[config.mk]
export PLATFORM = sky130hd
export DESIGN_NAME = mds_ctrl
export DESIGN_NICKNAME = d
export VERILOG_FILES = /design/src/rtl/mds_pkg.sv /design/src/rtl/mds_ctrl.sv
export VERILOG_INCLUDE_DIRS = /design/src /design/src/rtl
export SDC_FILE = /design/constraint.sdc
export NUM_CORES = 1
export LEC_CHECK = 0
export BUFFER_PORTS_ARGS = -buffer_cell sky130_fd_sc_hd__buf_4
export CORE_ASPECT_RATIO = 1.2
export CORE_MARGIN = 3
export CORE_UTILIZATION = 40
export DETAILED_ROUTE_END_ITERATION = 10
export PLACE_DENSITY = 0.67
export SLEW_MARGIN = 10
export SYNTH_ARGS = -nofsm -noshare
export SYNTH_HDL_FRONTEND = slang
export SYNTH_SLANG_ARGS = --single-unit
[constraint.sdc]
create_clock -name aclk -period 3.5 [get_ports aclk]
set_clock_uncertainty 0.2 [all_clocks]
set_input_delay 0.175 -clock aclk [delete_from_list [all_inputs] [get_ports aclk]]
set_output_delay 0.175 -clock aclk [all_outputs]
set_load 0.01 [all_outputs]
[src/rtl/median_distance_select_unit_assert.svh]
// assertion macros shared by the rtl files
`ifndef MEDIAN_DISTANCE_SELECT_UNIT_ASSERT_SVH
`define MEDIAN_DISTANCE_SELECT_UNIT_ASSERT_SVH

// implication checked on every clock edge outside reset
`define MDS_ASSERT_IMPL(label, clk, rstn, pre, post, msg) \
    label: assert property (@(posedge clk) disable iff (!rstn) (pre) |-> (post)) \
        else $error(msg);

// next-cycle implication checked outside reset
`define MDS_ASSERT_NEXT(label, clk, rstn, pre, post, msg) \
    label: assert property (@(posedge clk) disable iff (!rstn) (pre) |=> (post)) \
        else $error(msg);

`endif

[src/rtl/mds_pkg.sv]
`timescale 1ns / 1ps
package mds_pkg;
    localparam int MaxPoints  = 1024;
    localparam int CoordWidth = 16;

    typedef enum logic [5:0] {
        ST_LOAD  = 6'b000001,
        ST_SCAN  = 6'b000010,
        ST_READ  = 6'b000100,
        ST_CMP   = 6'b001000,
        ST_NEXT  = 6'b010000,
        ST_OUT   = 6'b100000
    } mds_state_t;

    // controller to datapath
    typedef struct packed {
        logic store_pt;   // write squared distance at fill count
        logic drop_pt;    // mark overflow
        logic cand_load;  // register candidate read data
        logic cnt_clear;  // clear below/upto counts
        logic cnt_acc;    // accumulate compare of read data
        logic set_done;   // clear fill count and overflow
    } mds_cmd_t;

    // datapath to controller
    typedef struct packed {
        logic full;
        logic few;      // fewer than two points
        logic hit;      // candidate has the requested rank
    } mds_stat_t;
endpackage

[src/rtl/mds_ctrl.sv]
`timescale 1ns / 1ps
module mds_ctrl #(
    parameter int MAX_POINTS = mds_pkg::MaxPoints
) (
    input  logic               aclk,
    input  logic               aresetn,
    input  logic               s_tvalid,
    output logic               s_tready,
    input  logic               s_tlast,
    output logic               m_tvalid,
    input  logic               m_tready,
    input  mds_pkg::mds_stat_t stat,
    input  logic [$clog2(MAX_POINTS):0] count,
    output mds_pkg::mds_cmd_t  cmd,
    output logic [$clog2(MAX_POINTS)-1:0] rd_addr,
    output logic [$clog2(MAX_POINTS):0]   scan_idx,
    output logic               sel_zero
);
    import mds_pkg::*;
    localparam int AW = $clog2(MAX_POINTS);
    localparam int CW = AW + 1;

    mds_state_t state_reg, state_next;
    logic [CW-1:0] i_reg, i_next, j_reg, j_next;
    logic          acc_reg, acc_next;
    logic          zero_reg, zero_next;
    logic          s_fire;

    assign s_fire   = s_tvalid && s_tready;
    assign s_tready = (state_reg == ST_LOAD);
    assign m_tvalid = (state_reg == ST_OUT);
    assign scan_idx = j_reg;
    assign sel_zero = zero_reg;

    // sequencing: load points, then for each candidate count over the store
    always_comb begin
        state_next    = state_reg;
        i_next        = i_reg;
        j_next        = j_reg;
        acc_next      = 1'b0;
        zero_next     = zero_reg;
        cmd           = '0;
        rd_addr       = i_reg[AW-1:0];
        case (state_reg)
            ST_LOAD: begin
                if (s_fire) begin
                    cmd.store_pt = !stat.full;
                    cmd.drop_pt  = stat.full;
                    if (s_tlast) begin
                        state_next = ST_SCAN;
                        i_next     = '0;
                    end
                end
            end
            ST_SCAN: begin
                if (stat.few) begin
                    zero_next  = 1'b1;
                    state_next = ST_OUT;
                end else begin
                    zero_next  = 1'b0;
                    rd_addr    = i_reg[AW-1:0];
                    state_next = ST_READ;
                end
            end
            ST_READ: begin
                cmd.cand_load = 1'b1;
                cmd.cnt_clear = 1'b1;
                j_next        = '0;
                rd_addr       = '0;
                state_next    = ST_CMP;
            end
            ST_CMP: begin
                // rd_data holds entry j-1 when acc_reg set
                cmd.cnt_acc = acc_reg;
                rd_addr     = j_reg[AW-1:0];
                if (j_reg == count) begin
                    state_next = ST_NEXT;
                end else begin
                    acc_next = 1'b1;
                    j_next   = j_reg + 1'b1;
                end
                if (j_reg == '0) acc_next = 1'b1;
                if (j_reg == count) acc_next = 1'b0;
            end
            ST_NEXT: begin
                cmd.cnt_acc = acc_reg;
                if (!acc_reg) begin
                    if (stat.hit || (i_reg + 1'b1 == count)) begin
                        state_next = ST_OUT;
                    end else begin
                        i_next     = i_reg + 1'b1;
                        rd_addr    = i_next[AW-1:0];
                        state_next = ST_READ;
                    end
                end
            end
            ST_OUT: begin
                if (m_tready) begin
                    cmd.set_done = 1'b1;
                    state_next   = ST_LOAD;
                end
            end
            default: state_next = ST_LOAD;
        endcase
    end

    always_ff @(posedge aclk) begin
        if (!aresetn) begin
            state_reg <= ST_LOAD;
            acc_reg   <= 1'b0;
            zero_reg  <= 1'b0;
        end else begin
            state_reg <= state_next;
            acc_reg   <= acc_next;
            zero_reg  <= zero_next;
        end
        i_reg <= i_next;
        j_reg <= j_next;
    end

    `include "median_distance_select_unit_assert.svh"
    `MDS_ASSERT_IMPL(a_onehot, aclk, aresetn, 1'b1, $onehot(state_reg),
        "state not one-hot")
    `MDS_ASSERT_IMPL(a_no_accept_busy, aclk, aresetn, m_tvalid, !s_tready,
        "input taken while result pending")
    `MDS_ASSERT_NEXT(a_done_to_load, aclk, aresetn, m_tvalid && m_tready,
        state_reg == ST_LOAD, "no return to load after result")
endmodule

==> flow_summary.toml, run 1 <==
[worst_setup_path]
crit_start = "i_reg[0]$_SDFFCE_PN0P_"
worstSetupStartpointType = "flop"
path_delay_family = "simple AND/OR/NAND/NOR gates"
crit_required_ns = 3.12
slowest_stage = "or3_4"
rr_worst_depth = 8
crit_type = "reg -> out"
cp-endpoint = "rd_addr[4]"
r2r_slack_ns = 0.40
critPathBufInv = 2
path_cells = "ha_2 > nand3_1 > or3_4 > xor3_1 > a21bo_2 > nor4_2 > buf_4 > o221ai_1 > o311ai_1 > buf_4"
critPathCaptureType = "output pin"
cp_max_fo = 6
arrival_ns = 2.99
cp.depth = 10
r2r-end = "i_reg[7]$_SDFFCE_PN0P_"
cp_common_cell = "buf_4"
crit-reg2reg-launch = "i_reg[0]$_SDFFCE_PN0P_"
max_stage_delay_ns = 0.47

[pwr]
ir_drop_mv = 0.238
power.density_nw_per_um2 = 306
fin_total_pwr_uw = 954
p_leak_uw = 0.00120

[synthesis]
synth_top_area_share_pct = 26.2
synth_common_cells = "nor2_1, nand2_1, edfxtp_1, xor2_1, xnor2_1"
synth-seq-cells = 30
ys_warn_count = 0
yosys.area.top_type = "edfxtp_1"
ys_seq_area_share_pct = 32.5
synth_ff_type = "edfxtp_1"
yosysMostFrequentCell = "nor2_1"
synth_edf_count = 22
synthArstFlopShare_pct = 0
post_synth.cell_area_avg_sq_um = 8.71
ys_top_cells_by_area = "edfxtp_1, xor2_1, xnor2_1, dfxtp_1, nor2_1"
syn_nets = 311
syn_area_sq_um = 2520
ys_types = 56
synth_cells = 290

[final_layout]
seq_area_sq_um = 821
final_layout_size_suffix_gt1_share_pct = 24.3
area_growth_pct = 23.3
multi_input_area_sq_um = 1610
final_util_pct = 51.1
final_nets = 361
fillers = 592
final_cells = 423
n_antenna_cell = 0

[placement]
globalplace.congestion = 0.877
place_inst = 411
place_hpwl_microns = 5320
port_buffers = 48

[drt]
via_count = 2334
remaining_drc_errors = 0
routedWlPerCell_microns = 16.5
vias_per_cell = 5.52
drtAntennaViolNets = 0
first_pass_iters = 4
drt_iter0_markers = 192
wl_microns = 6990

[grt]
grt_use_total_pct = 20.2
antenna_found_initial = 0
grt_max_degree = 16
grt_pass1_vias = 2284
grt_pass1_wl_microns = 11500
grt_overflow = 0

[flow_run]
cap_violations = 0

[clocking]
h-tree-depth = 2
cts_tree = "yes"
path_clk_slew_ns = 0.07
clock-sinks = 30
insertion_delay_ns = 0.29
cts_made_buffers = 5
cts_buffer_depth = 2
root_buffer = "clkbuf_8"

[sta]
final_max_slew_viol_count = 0
timing.hold.ws_ns = 0.0218
tns_ns = 0
setup_viol = 0
final.min_clock_period_ns = 3.37
tightest_slew_ns = 0.528
relSlewSlack_pct = 64.7
finalCritPeriodShare_pct = 96.2
rsz0062_at_grt = "no"
finalHoldViolations = 0
fmax_mhz = 297

[floorplanning]
num_rows = 31
core_area_sq_um = 6090
die_h_microns = 93.0
die_width_microns = 78.5
io_pins = 49
die_area_sq_um = 7310
start_util_pct = 41.5

[status]
status = "finished, final reports clean"

[hold_path]
hold_class = "in -> reg"
## layout by cell type (no fill, tap or decap), types with 3 or more instances in the layout
cell	netlist	routed
buf_4	1	62
nor2_1	37	37
nand2_1	30	30
xor2_1	22	22
edfxtp_1	22	22
xnor2_1	19	19
nand3_1	13	13
nor3_1	9	9
dfxtp_1	8	8
and3_1	7	7
a21oi_1	7	7
inv_1	6	6
nand3b_1	6	6
o21ai_0	6	6
mux2i_1	6	6
and2_1	6	6
nand4b_1	5	5
clkbuf_8	0	5
nor3b_1	4	4
a32o_1	4	4
nor4_1	5	4
nand4_1	3	3
nor2b_1	3	3
o311ai_1	1	3
## worst min path at each step
stage                     startpoint                   endpoint  slack, ns  depth (start not counted)
after floorplan              aresetn  state_reg[0]$_SDFFE_PN1P_       0.05                          1
after global placement       aresetn  state_reg[0]$_SDFFE_PN1P_       0.19                          2
after detailed placement     aresetn  state_reg[0]$_SDFFE_PN1P_       0.19                          2
after CTS                    stat[1]  state_reg[2]$_SDFFE_PN0P_       0.02                          3
after global routing         stat[1]  state_reg[2]$_SDFFE_PN0P_       0.05                          3
final                        stat[1]  state_reg[2]$_SDFFE_PN0P_       0.02                          3
## report_power, final
| group | internal (uW) | total (uW) | switching (uW) |
|---|---|---|---|
| clock | 136 | 279 | 143 |
| combinational | 122 | 247 | 125 |
| sequential | 398 | 428 | 30.3 |
## what timing repair did
item | CTS | global route
hold endpoints to repair | 3 | 0
setup endpoints to repair | 6 | 6
pin swaps | 0 | 1
hold buffers | 1 | 0
buffers inserted | 1 | 2
gates resized for setup | 1 | 4
## kinds of logic after synthesis
logic type	after synthesis	share of synthesized area [%]
buffers and inverters	26	4.36
adder cells (fa/ha/maj)	2	0.991
AO/OA/AOI/OAI	39	12.2
multiplexers	8	3.27
flip-flops	30	32.5
AND/OR/NAND/NOR	141	29.7
XOR/XNOR	44	16.9
## layer usage
layer,track usage (%),up-vias,routed length [microns]
met4,7.14,0,146
met3,3.47,12,423
met1,25.2,1100,2930
met5,0,-,0
li1,-,1146,-
met2,35.1,76,3490
## stage by stage
step | setup slack (ns) | instance area (sq um)
floorplan | 0.432 | 2520
global placement | 0.192 | 2980
detailed placement | 0.218 | 2980
CTS | 0.0619 | 3090
global route | 0.00241 | 3110
finish | 0.134 | 3110
## layout make-up
class | count | share of cell area, %
clock buffers | 5 | 2.21
repair buffers | 63 | 15.3
inverters | 6 | 0.723
flip-flops and latches | 30 | 26.4
clock inverters | 3 | 0.522
well taps | 82 | 3.29
multi-input cells | 234 | 51.6
## worst reg2reg max path, cell delays in order (launching register included)
cell	delay (ns)
edfxtp_1	0.37
ha_2	0.25
nand3_1	0.20
or3_4	0.47
xor3_1	0.22
o311ai_1	0.14
o31ai_4	0.36
or2_2	0.20
nand2_1	0.32
Power figures use the tool's default switching activity.
==> run 2, diff against run 1 <==
==> constraint.sdc (replaced) <==
create_clock -name aclk -period 3.35 [get_ports aclk]
set_clock_uncertainty 0.2 [all_clocks]
set_input_delay 0.67 -clock aclk [delete_from_list [all_inputs] [get_ports aclk]]
set_output_delay 0.67 -clock aclk [all_outputs]
set_load 0.01 [all_outputs]
==> run 2 against run 1 <==
The run now ends with negative setup slack left; sequential power up 3%; worst setup slack worse by 0.41 ns; clock-buffer cell count rose by 3; register-to-register slack improved by 0.06 ns; largest power group unchanged; via count increased by 11%; largest cell class unchanged; global-route usage is 0.94 points higher.
==> flow_summary.toml, run 2 (synthesized netlist as in run 1, its figures left out) <==
[drt]
first_pass_iters = 5
wl_microns = 7790
routedWlPerCell_microns = 17.0
vias_per_cell = 5.68
drt_iter0_markers = 213
via_count = 2601
drtAntennaViolNets = 0
remaining_drc_errors = 0

[placement]
globalplace.congestion = 0.967
place_hpwl_microns = 5580
place_ws_ns = 0.0139
port_buffers = 48

[final_layout]
area_growth_pct = 42.7
final_util_pct = 59.2
most-common-layout-cells = "buf_4, nor2_1, nand2_1"
final_layout_size_suffix_gt1_share_pct = 36.4
final_common_cell = "buf_4"
final_nets = 396
n_antenna_cell = 0

[clocking]
cts_tree = "yes"
clock-sinks = 30
cts_made_buffers = 5
root_buffer = "clkbuf_8"
cts_buffer_depth = 2
path_clk_slew_ns = 0.07
h-tree-depth = 2
postCtsHoldBufs = 0
insertion_delay_ns = 0.29

[worst_setup_path]
arrival_ns = 2.76
cp_common_cell = "buf_6"
r2r_slack_ns = 0.46
path_cells = "ha_4 > buf_6 > and3_4 > nor2_4 > o2bb2ai_2 > a221o_1 > o31ai_4 > buf_6 > mux2_4 > nand2_4 > buf_6"
max_stage_delay_ns = 0.44
crit_start = "i_reg[0]$_SDFFCE_PN0P_"
slowest_stage = "edfxtp_1"
crit-reg2reg-launch = "i_reg[0]$_SDFFCE_PN0P_"
r2r-end = "state_reg[5]$_SDFFE_PN0P_"
cp_max_fo = 4
critPathCaptureType = "output pin"
crit_required_ns = 2.48
crit_type = "reg -> out"
worstSetupStartpointType = "flop"
rr_worst_depth = 12
cp-endpoint = "rd_addr[2]"

[floorplanning]
num_rows = 31
die_h_microns = 93.0
core_area_sq_um = 6090
die_area_sq_um = 7310
io_pins = 49
start_util_pct = 41.5
die_width_microns = 78.5

[pwr]
ir_drop_mv = 0.201
power.density_nw_per_um2 = 318
p_leak_uw = 0.00146

[hold_path]
hold_class = "reg -> reg"
hold_depth = 2

[grt]
grt_use_total_pct = 21.2
grt_pass1_vias = 2430
antenna_found_initial = 0
grt_pass1_wl_microns = 12200
grt_overflow = 0
grt_max_degree = 15

[flow_run]
cap_violations = 0

[sta]
rsz0062_at_grt = "yes"
worst_slack_ns = -0.279
final_max_slew_viol_count = 0
tns_ns = -2.37
tightest_slew_ns = 0.642
relSlewSlack_pct = 57.0
final.min_clock_period_ns = 3.63
finalCritPeriodShare_pct = 108
setup_viol = 10
finalHoldViolations = 0
fmax_mhz = 276

[status]
status = "finished, violations left"
violations = "negative setup slack"
-- run 2: power by group --
group	leakage [uW]	internal, uW	total [uW]	switching (uW)
combinational	0.00114	175	345	170
clock	0.0000566	212	361	148
sequential	0.000255	415	440	24.9
-- run 2: metrics by stage --
stage                     instance area, sq um  power (uW)  hold WS [ns]  cells
final                                     3600        1150         0.261    458
after global routing                      3600        1190         0.296    458
after CTS                                 3500        1130         0.263    451
after detailed placement                  3210         744         0.251    435
after global placement                    3210         741         0.259    435
after floorplan                           2570         628         0.263    290
-- run 2: how the worst min path moves through the flow --
stage | from | endpoint
after global routing | sel_zero$_SDFFE_PN0N_ | sel_zero$_SDFFE_PN0N_
after global placement | sel_zero$_SDFFE_PN0N_ | sel_zero$_SDFFE_PN0N_
final | sel_zero$_SDFFE_PN0N_ | sel_zero$_SDFFE_PN0N_
after CTS | sel_zero$_SDFFE_PN0N_ | sel_zero$_SDFFE_PN0N_
after floorplan | acc_reg$_SDFF_PN0_ | state_reg[4]$_SDFFE_PN0P_
after detailed placement | sel_zero$_SDFFE_PN0N_ | sel_zero$_SDFFE_PN0N_
-- run 2: cell type report --
cell class / count / area, sq um
Tap cell: 82 / 103
Fill cell: 544 / 2490
Clock buffer: 8 / 111
Inverter: 6 / 22.5
Sequential cell: 30 / 821
Timing Repair Buffer: 98 / 758
Multi-Input combinational cell: 234 / 1790
-- run 2: worst max-delay path, delay by kind of cell (launching register included) --
kind	cells	cell delay (ns)
AOI/OAI and AO/OA	3	0.79
DFF	1	0.44
buffers and inverters	3	0.40
and+or+nand+nor	3	0.35
muxes	1	0.31
adders and majority gates	1	0.19
-- run 2: per-layer routing --
metal | up-vias | GRT usage, % | share of wire [%] | wire length, microns
met4 | 0 | 9.04 | 4.3 | 335
met2 | 115 | 38.0 | 50 | 3860
met1 | 1242 | 25.0 | 41 | 3160
met3 | 27 | 2.99 | 5.5 | 431
met5 | - | 0 | 0 | 0
li1 | 1217 | - | - | -
-- run 2: timing repair --
item | CTS | global route
pin swaps | 13 | 9
resized for setup | 19 | 10
endpoints found under the setup margin | 10 | 10
setup buffers | 8 | 7
endpoints found under the hold margin | 0 | 0
==> run 3, diff against run 2 <==
--- a/config.mk
+++ b/config.mk
@@ -11,7 +11,7 @@
 export CORE_MARGIN = 3
 export CORE_UTILIZATION = 40
 export DETAILED_ROUTE_END_ITERATION = 10
-export PLACE_DENSITY = 0.67
+export PLACE_DENSITY = 0.69
 export SLEW_MARGIN = 10
 export SYNTH_ARGS = -nofsm -noshare
 export SYNTH_HDL_FRONTEND = slang
==> run 3 against run 2 <==
The run still ends with negative setup slack left; die area stayed put; clock-buffer cell count is 3 lower; sequential power hardly changed; non-clock buffer count is 1 lower; critical path type unchanged; largest cell class unchanged; highest routed layer unchanged.
==> flow_summary.toml, run 3 (synthesized netlist as in run 1, its figures left out) <==
[drt]
vias_per_cell = 5.61
first_pass_iters = 4
via_count = 2562
routedWlPerCell_microns = 17.1
drtAntennaViolNets = 0
wl_microns = 7800
drt_iter0_markers = 173
remaining_drc_errors = 0

[sta]
finalHoldViolations = 0
tightest_slew_ns = 0.600
rsz0062_at_grt = "yes"
relSlewSlack_pct = 59.8
timing.hold.ws_ns = 0.269
fmax_mhz = 270
final_max_slew_viol_count = 0
setup_viol = 10
tns_ns = -2.93
final.min_clock_period_ns = 3.70
worst_slack_ns = -0.349
finalCritPeriodShare_pct = 110

[grt]
grt_pass1_vias = 2543
grt_max_degree = 15
grt_overflow = 0
antenna_found_initial = 0
grt_use_total_pct = 21.5
grt_pass1_wl_microns = 12200

[clocking]
cts_buffer_depth = 2
clock-sinks = 30
postCtsHoldBufs = 0
cts_made_buffers = 5
cts_tree = "yes"
h-tree-depth = 2
path_clk_slew_ns = 0.06
insertion_delay_ns = 0.29
root_buffer = "clkbuf_8"

[final_layout]
seq_area_sq_um = 821
final_nets = 395
final_layout_size_suffix_gt1_share_pct = 35.7
multi_input_area_sq_um = 1770
final_cells = 457
area_growth_pct = 42.2
fillers = 560
n_antenna_cell = 0
final_common_cell = "buf_4"
most-common-layout-cells = "buf_4, nor2_1, nand2_1"

[worst_setup_path]
slowest_stage = "edfxtp_1"
max_stage_delay_ns = 0.53
cp_max_fo = 6
critPathBufInv = 3
critPathCaptureType = "output pin"
path_delay_family = "compound AO/OA/AOI/OAI gates"
path_cells = "buf_4 > nand4_1 > xnor2_2 > o2bb2ai_2 > a221o_1 > o31ai_4 > buf_12 > mux2_4 > nand2_4 > buf_6"
worstSetupStartpointType = "flop"
arrival_ns = 2.83
crit_required_ns = 2.48
crit_type = "reg -> out"

[floorplanning]
start_util_pct = 41.5
core_area_sq_um = 6090
num_rows = 31
die_width_microns = 78.5
die_h_microns = 93.0
io_pins = 49
die_area_sq_um = 7310

[status]
violations = "negative setup slack"
status = "finished, violations left"

[pwr]
ir_drop_mv = 0.220
power.density_nw_per_um2 = 301
p_leak_uw = 0.00144
fin_total_pwr_uw = 1080

[flow_run]
cap_violations = 0

[placement]
globalplace.congestion = 0.891
place_inst = 435
place_hpwl_microns = 5590
port_buffers = 48

[hold_path]
hold_class = "reg -> reg"
-- run 3: cell count changes in the layout (fill, tap and decap cells not counted), sizes merged --
cell	delta
clkinv	+2
clkinvlp	+1
clkbuf	-3
buf	-1
-- run 3: worst reg2reg max path, stage by stage (launching register included) --
cell	delay (ns)
edfxtp_1	0.53
buf_4	0.19
nand4_1	0.16
xnor2_2	0.23
o2bb2ai_2	0.08
a221o_1	0.38
o31ai_4	0.33
buf_12	0.17
or2_4	0.17
buf_4	0.12
nand2_1	0.04
buf_4	0.19
-- run 3: worst paths after layout --
| check | start | endpoint | slack [ns] | cells after the start |
|---|---|---|---|---|
| worst max-delay path | i_reg[3]$_SDFFCE_PN0P_ | rd_addr[2] | -0.35 | 10 |
| worst min-delay path | sel_zero$_SDFFE_PN0N_ | sel_zero$_SDFFE_PN0N_ | 0.27 | 2 |
| worst max register to register | i_reg[3]$_SDFFCE_PN0P_ | i_reg[10]$_SDFFCE_PN0P_ | 0.33 | 11 |
| worst min register to register | sel_zero$_SDFFE_PN0N_ | sel_zero$_SDFFE_PN0N_ | 0.27 | 2 |
-- run 3: power by group --
group          leakage, uW  internal, uW  switching (uW)
logic              0.00114           179             165
clock network    0.0000416           142             153
registers         0.000255           415            27.2
-- run 3: metal layers --
layer	part of all wire, %	GRT usage [%]	up-vias	routed length [microns]
met3	7.1	3.47	28	550
met1	39	25.0	1200	3050
met5	0	0	-	0
met2	49	37.4	120	3840
met4	4.5	11.7	0	354
li1	-	-	1214	-
-- run 3: stage by stage --
stage	area, sq um	utilization, %	worst slack [ns]
floorplan	2570	-	0.00529
global placement	3230	53.0	-0.0465
detailed placement	3230	53.0	-0.0770
CTS	3500	57.5	-0.301
global route	3590	58.9	-0.449
finish	3590	58.9	-0.349
-- run 3: repair_timing --
action,in CTS,in global routing
buffers inserted,10,4
pin swaps,10,10
endpoints found under the hold margin,0,0
gates resized for setup,18,13
setup endpoints to repair,10,10
-- run 3: cell type report --
cell class | count | share of cell area [%]
Sequential cell | 30 | 22.9
Clock inverter | 3 | 0.453
Clock buffer | 5 | 1.92
Timing Repair Buffer | 97 | 22.0
Multi-Input combinational cell | 234 | 49.3
Tap cell | 82 | 2.86
Inverter | 6 | 0.627
